==> config.mk <==
export PLATFORM = sky130hd
export DESIGN_NAME = b1s1_gen_engine
export DESIGN_NICKNAME = d
export VERILOG_FILES = /design/src/rtl/b1s1_gen_engine.sv
export SDC_FILE = /design/constraint.sdc
export NUM_CORES = 1
export LEC_CHECK = 0
export BUFFER_PORTS_ARGS = -buffer_cell sky130_fd_sc_hd__buf_4
export CAP_MARGIN = 20
export CORE_ASPECT_RATIO = 2
export CORE_MARGIN = 2
export CORE_UTILIZATION = 59
export CTS_CLUSTER_DIAMETER = 50
export DETAILED_ROUTE_END_ITERATION = 8
export GPL_TIMING_DRIVEN = 0
export HOLD_SLACK_MARGIN = 0.03
export PLACE_DENSITY = 0.77
export SLEW_MARGIN = 15
export SYNTH_ARGS = -nofsm -noshare
export SYNTH_HDL_FRONTEND = slang
export SYNTH_SLANG_ARGS = --single-unit
==> constraint.sdc <==
create_clock -name clk -period 4.24 [get_ports clk]
set_input_delay 0.848 -clock clk [delete_from_list [all_inputs] [get_ports clk]]
set_output_delay 0.848 -clock clk [all_outputs]
set_load 0.005 [all_outputs]
==> src/rtl/b1s1_gen_engine.sv <==
`timescale 1ns / 1ps
`default_nettype none

module b1s1_gen_engine #(
    parameter int GRID_WIDTH  = 128,
    parameter int GRID_HEIGHT = 64,
    localparam int ADDR_W = $clog2(GRID_WIDTH * GRID_HEIGHT)
) (
    input  wire logic              clk,
    input  wire logic              rst_n,
    input  wire logic              go,
    input  wire logic              clr_mode,
    input  wire logic              src_rdata,
    output logic [ADDR_W-1:0]      rd_addr,
    output logic                   wr_en,
    output logic [ADDR_W-1:0]      wr_addr,
    output logic                   wr_data,
    output logic                   done
);

    localparam int CELL_N = GRID_WIDTH * GRID_HEIGHT;
    localparam int CW     = $clog2(GRID_WIDTH);
    localparam int RW     = $clog2(GRID_HEIGHT);
    localparam int WIN    = 2 * GRID_HEIGHT + 3;

    localparam logic [ADDR_W-1:0] LAST_K   = ADDR_W'(CELL_N - 1);
    localparam logic [ADDR_W-1:0] CTR_OFFS = ADDR_W'(GRID_HEIGHT + 1);
    localparam logic [RW-1:0]     LAST_R   = RW'(GRID_HEIGHT - 1);
    localparam logic [RW-1:0]     MIN_R    = RW'(2);
    localparam logic [CW-1:0]     MIN_C    = CW'(2);

    logic              run_reg, run_next;
    logic              clr_reg, clr_next;
    logic [ADDR_W-1:0] k0_reg, k0_next;
    logic [CW-1:0]     c0_reg, c0_next;
    logic [RW-1:0]     r0_reg, r0_next;

    logic              v1_reg, v2_reg;
    logic [ADDR_W-1:0] k1_reg, k2_reg;
    logic [CW-1:0]     c1_reg, c2_reg;
    logic [RW-1:0]     r1_reg, r2_reg;

    logic [WIN-1:0]    win_reg;
    logic [7:0]        nbr;
    logic [3:0]        nbr_cnt;
    logic              last0;
    logic              interior;

    assign last0 = (k0_reg == LAST_K);

    always_comb
    begin
        run_next = run_reg;
        clr_next = clr_reg;
        k0_next  = k0_reg;
        c0_next  = c0_reg;
        r0_next  = r0_reg;
        if (go)
        begin
            run_next = 1'b1;
            clr_next = clr_mode;
            k0_next  = '0;
            c0_next  = '0;
            r0_next  = '0;
        end
        else if (run_reg)
        begin
            if (last0)
            begin
                run_next = 1'b0;
            end
            k0_next = k0_reg + ADDR_W'(1);
            if (r0_reg == LAST_R)
            begin
                r0_next = '0;
                c0_next = c0_reg + CW'(1);
            end
            else
            begin
                r0_next = r0_reg + RW'(1);
            end
        end
    end

    always_ff @(posedge clk or negedge rst_n)
    begin
        if (!rst_n)
        begin
            run_reg <= 1'b0;
            clr_reg <= 1'b0;
            v1_reg  <= 1'b0;
            v2_reg  <= 1'b0;
        end
        else
        begin
            run_reg <= run_next;
            clr_reg <= clr_next;
            v1_reg  <= run_reg & ~clr_reg;
            v2_reg  <= v1_reg;
        end
    end

    always_ff @(posedge clk)
    begin
        k0_reg <= k0_next;
        c0_reg <= c0_next;
        r0_reg <= r0_next;
        k1_reg <= k0_reg;
        c1_reg <= c0_reg;
        r1_reg <= r0_reg;
        k2_reg <= k1_reg;
        c2_reg <= c1_reg;
        r2_reg <= r1_reg;
        if (v1_reg)
        begin
            win_reg <= {win_reg[WIN-2:0], src_rdata};
        end
    end

    // window: tap 0 is the newest cell, tap GRID_HEIGHT+1 the center
    assign nbr = {win_reg[0], win_reg[1], win_reg[2],
                  win_reg[GRID_HEIGHT], win_reg[GRID_HEIGHT + 2],
                  win_reg[2 * GRID_HEIGHT], win_reg[2 * GRID_HEIGHT + 1],
                  win_reg[2 * GRID_HEIGHT + 2]};

    always_comb
    begin
        nbr_cnt = '0;
        for (int i = 0; i < 8; i++)
        begin
            nbr_cnt = nbr_cnt + 4'(nbr[i]);
        end
    end

    assign interior = (r2_reg >= MIN_R) && (c2_reg >= MIN_C);

    assign rd_addr = k0_reg;
    assign wr_en   = (run_reg & clr_reg) | (v2_reg & interior);
    assign wr_addr = clr_reg ? k0_reg : (k2_reg - CTR_OFFS);
    assign wr_data = ~clr_reg & (nbr_cnt == 4'd1);
    assign done    = (run_reg & clr_reg & last0) | (v2_reg & (k2_reg == LAST_K));

endmodule

`default_nettype wire

Word level (Yosys, flattened, before mapping)
Cells that the tools add are included.
Cells by class
  magnitude comparators: 2
  reduce and logical (&&, ||, !) cells: 2
  muxes and demuxes: 5
  equal/unequal tests: 4
  bitwise gates (word level): 9
  add/subtract/negate cells: 11
Operators by type and width (count)
  $eq A13 B13 Y1 const B: 2
  $add A4 B1 Y4: 4
  $add A13 B1 Y13 const B: 1
  $mux W13: 1
  $sub A13 B7 Y13 const B: 1
  $add A7 B1 Y7 const B: 1
  $ge A7 B2 Y1 const B: 1
  $add A6 B1 Y6 const B: 1
  $and A1 B1 Y1: 6
  $eq A6 B6 Y1 const B: 1
  $ge A6 B2 Y1 const B: 1
  $mux W6: 1
  $add A3 B1 Y4: 1
  $eq A4 B1 Y1 const B: 1
  $add A2 B1 Y3: 1
  $mux W1: 3
  $add A1 B1 Y2: 1
  $or A1 B1 Y1: 2
  $reduce_and A2 Y1: 1
  $logic_and A1 B1 Y1: 1
  $not A1 Y1: 1
Word-level totals
  register bits: 213
  bits of input ports: 5
  word-level logic and storage cells: 47
  output and inout bits: 29

Logic depth before layout (Yosys ltp)
  depth in word-level cells: 9
  mapped depth: 11
  gate-level depth less buffers: 11

Least setup slack after synthesis
OpenSTA, ideal clock, no wires.
  path kind: register to output
  from: register win_reg[1]
  to: output port wr_data
  data required time: 3.392 ns
  arrival: 2.733 ns
  cell stages (with the launch flop): 12
  setup slack: 0.659 ns
  cell sequence: edfxtp_1 > inv_1 > fa_1 > fa_1 > fa_1 > inv_1 > ha_1 > inv_1 > fa_1 > nor2_1 > a31oi_1 > nor3_1
On the way
  cells in the longest elaborated chain, start to end: 4
RTL lines
  from (decl): RTL line 43  | logic [WIN-1:0] win_reg;
  from (signal assigned): RTL line 116  | win_reg <= {win_reg[WIN-2:0], src_rdata};
  $add A4 B1 Y4 (2 in a row): RTL line 131  | nbr_cnt = nbr_cnt + 4'(nbr[i]);
  $eq A4 B1 Y1: RTL line 140  | assign wr_data = ~clr_reg & (nbr_cnt == 4'd1);
  $and A1 B1 Y1: RTL line 140
  to (decl): RTL line 17  | output logic wr_data,
Every way passes these cells.

Worst setup path after layout
  from: register win_reg[0]
  to: output port wr_data
On the way
  cells in the longest elaborated chain, start to end: 3
RTL lines (RTL line)
  $add A4 B1 Y4: 131
  $eq A4 B1 Y1: 140
  $and A1 B1 Y1: 140
Every way passes these cells.

==> impl_metrics.py <==
metrics = {
    "critical_path": {
        "path_buf_inv": 4,
        "path_cells": "inv_2, fa_1, fa_1, fa_1, inv_1, ha_2, inv_2, fa_2, nand2_2, nor3_2, buf_4",
        "crit_required_ns": 3.39,
        "cp-start-kind": "flip-flop",
        "slowest_delay_ns": 0.56,
        "cp.arrival_ns": 3.65,
        "crit_top_cell": "fa_1",
        "endpoint_kind": "output pin",
        "cp_top_family": "adder cells",
        "cp_max_fo": 2,
        "crit_type": "flip-flop to output pin",
        "crit_slowest_cell": "fa_1",
    },
    "synth": {
        "synthesis.area_mm2": 0.006845,
        "synth_xor_area_frac": 0.03199,
        "yosysTopAreaCellShare": 0.5747,
        "synthAdderAreaFrac": 0.02632,
        "synth_compound_gate_area_share": 0.02888,
        "synth_seq_area_share": 0.8057,
        "yosysWarnings": 0,
        "synth.distinct_cells": 37,
        "synth_nets": 434,
        "avgSynthCellArea_um2": 16.42,
        "synth_area_leaders": "edfxtp_1, dfxtp_1, xnor2_1",
        "synthSimpleGateAreaFrac": 0.07787,
        "synth_top_family_by_area": "simple AND/OR/NAND/NOR gates",
        "synth_area_leader_cell": "edfxtp_1",
        "ys_seq_elements": 209,
        "synthCells": 417,
        "synth_mux_area_frac": 0.01225,
    },
    "min_path": {
        "hold_class": "primary input to async pin",
    },
    "power_and_ir_drop": {
        "p_total_uw": 4127,
        "power_density_mw_per_mm2": 518.5,
        "irDropWorstVdd_v": 0.0005894,
        "cellLeakagePower_uw": 0.002672,
    },
    "final_layout": {
        "final_area_mm2": 0.007960,
        "regArea_mm2": 0.005519,
        "largest_register_ffs": 131,
        "fill_cells": 740,
        "layout_common_cells": "edfxtp_1, dfxtp_1, buf_4",
        "multiInputGateArea_mm2": 0.001234,
        "diodes": 0,
        "layout_commonest_cell": "edfxtp_1",
        "drive_gt1_frac": 0.1766,
        "nNetsFinal": 492,
        "syn_to_final_growth_pct": 16.29,
    },
    "floorplan": {
        "dieWidth_um": 80.17,
        "die_h_um": 156.3,
        "rows": 55,
        "dieArea_mm2": 0.01253,
        "start_util": 0.6065,
        "ioPinCount": 34,
        "core_mm2": 0.01129,
    },
    "sta": {
        "max_slew_margin": 0.4507,
        "hold_violations": 0,
        "final.min_clock_period_ns": 4.496,
        "setup_viol": 1,
        "max_freq_ghz": 0.2224,
        "layout_setup_ws_ns": -0.2560,
        "drv_slew": 0,
        "fin_skew_ns": 0.007937,
        "fin_crit_sh": 1.060,
        "worst_slew_pin_slew_ns": 0.8239,
        "rsz0062_at_grt": "true",
    },
    "cts": {
        "cts_sinks": 209,
        "cts_hold_buf": 0,
        "cts_tree": "done",
        "cts_buffers": 18,
        "path_clk_slew_ns": 0.07,
        "clk_path_buf_depth": 3,
        "h-tree-depth": 1,
        "clk_latency_ns": 0.47,
        "cts-root-buf": "clkbuf_16",
    },
    "global_route": {
        "grt_start_max_net_pins": 70,
        "grt_pass1_wl_um": 17510,
        "grt_pass1_vias": 3443,
        "grt_usage": 0.1846,
        "antenna_found_initial": 0,
        "grt-ovfl-total": 0,
    },
    "place": {
        "dp_hpwl_um": 6366,
        "gp_congestion": 0.7573,
        "io_buffers": 33,
        "place_area_mm2": 0.007302,
    },
    "drt": {
        "drt-pass1-iter-count": 6,
        "ant_nets": 0,
        "wire_per_inst_um": 17.61,
        "finalWirelength_um": 11080,
        "drc": 0,
        "drtIter0Drc": 260,
        "vias_per_cell": 5.390,
        "dr_total_vias": 3390,
    },
    "run_status": {
        "status": "finished, violations left",
        "violations": "setup timing",
    },
    "job": {
        "drv_cap": 0,
    },
}
==> power by group <==
group / leakage, uW / switching, uW / internal, uW
sequential: 0.00168 / 54.5 / 2250
combinational: 0.000695 / 92.3 / 75.8
clock: 0.000297 / 679 / 974
==> cell type report <==
class | count | share of cell area
Clock inverter | 10 | 0.01273
Clock buffer | 22 | 0.06366
Timing Repair Buffer | 38 | 0.03835
Multi-Input combinational cell | 177 | 0.1550
Tap cell | 142 | 0.02232
Inverter | 24 | 0.01132
Sequential cell | 209 | 0.6933
Buffer | 7 | 0.003301
==> logic make-up (layout without fill, tap and decap cells) <==
| family | after synthesis | count (layout) |
|---|---|---|
| compound gates | 28 | 28 |
| buf+inv | 31 | 101 |
| simple gates | 104 | 104 |
| mux | 8 | 8 |
| flops | 209 | 209 |
| xor+xnor | 25 | 25 |
| fa+ha+maj | 12 | 12 |
==> per-layer routing <==
layer / vias up / global-route usage / share of wire / wire [um]
met5: - / 0 / 0 / 0
met4: 0 / 0.07829 / 0.024 / 268
met3: 14 / 0.02537 / 0.038 / 422
met2: 80 / 0.3135 / 0.53 / 5826
met1: 1683 / 0.2363 / 0.41 / 4561
li1: 1613 / - / - / -
==> repair_timing <==
action | in CTS | in global routing
resized for setup | 6 | 3
setup endpoints to repair | 1 | 1
pin swaps | 5 | 3
buffers inserted | 2 | 2
==> Yosys cell counts, drive strengths merged <==
cell and count:
dfxtp 74, nor4 8, ha 8, a31oi 1, xnor2 18, mux2 3
o311a 1, nand2 19, fa 4, nand4 9, o31ai 1, o21ai 12
or4 5, a21oi 8, buf 2, nand2b 2, or3b 1, nor2b 4
mux2i 5, nor2 27, nor3b 2, a22oi 1, and3 2, a21o 1
nand3 10, xor2 7, or3 4, nor3 11, dfrtp 4, o31a 2
edfxtp 131, o41ai 1, clkbuf 5, inv 24
==> through the flow <==
stage | util | std cells | hold slack (ns) | setup WS [ns] | setup TNS [ns]
after global routing | 0.7053 | 629 | 0.1508 | -0.4124 | -0.4124
final | 0.7053 | 629 | 0.1659 | -0.2560 | -0.2560
after CTS | 0.7033 | 627 | 0.1496 | -0.3495 | -0.3495
after global placement | 0.6442 | 592 | 0.3099 | 0.09241 | 0
after floorplan | - | 417 | 0.3096 | 0.6586 | 0
after detailed placement | 0.6470 | 593 | 0.3121 | 0.2462 | 0
==> final timing paths <==
kind,startpoint,to,slack [ns],cells past startpoint
worst max-delay path,win_reg[0],wr_data,-0.26,11
worst min-delay path,rst_n,clr_reg,0.17,1
worst max register to register,r0_reg[0],c0_reg[4],2.50,5
worst min register to register,k1_reg[6],k2_reg[6],0.33,0
max in group asynchronous,rst_n,v1_reg,3.96,1
min in group clk,k1_reg[6],k2_reg[6],0.33,0
==> worst reg2reg max path: cells and delay by family (launching register included) <==
kind                     cells  cell delay, ns
AND/OR/NAND/NOR              3            0.77
flip-flops                   1            0.37
adder cells (fa/ha/maj)      1            0.19
multiplexers                 1            0.30
Power figures use the tool's default switching activity.
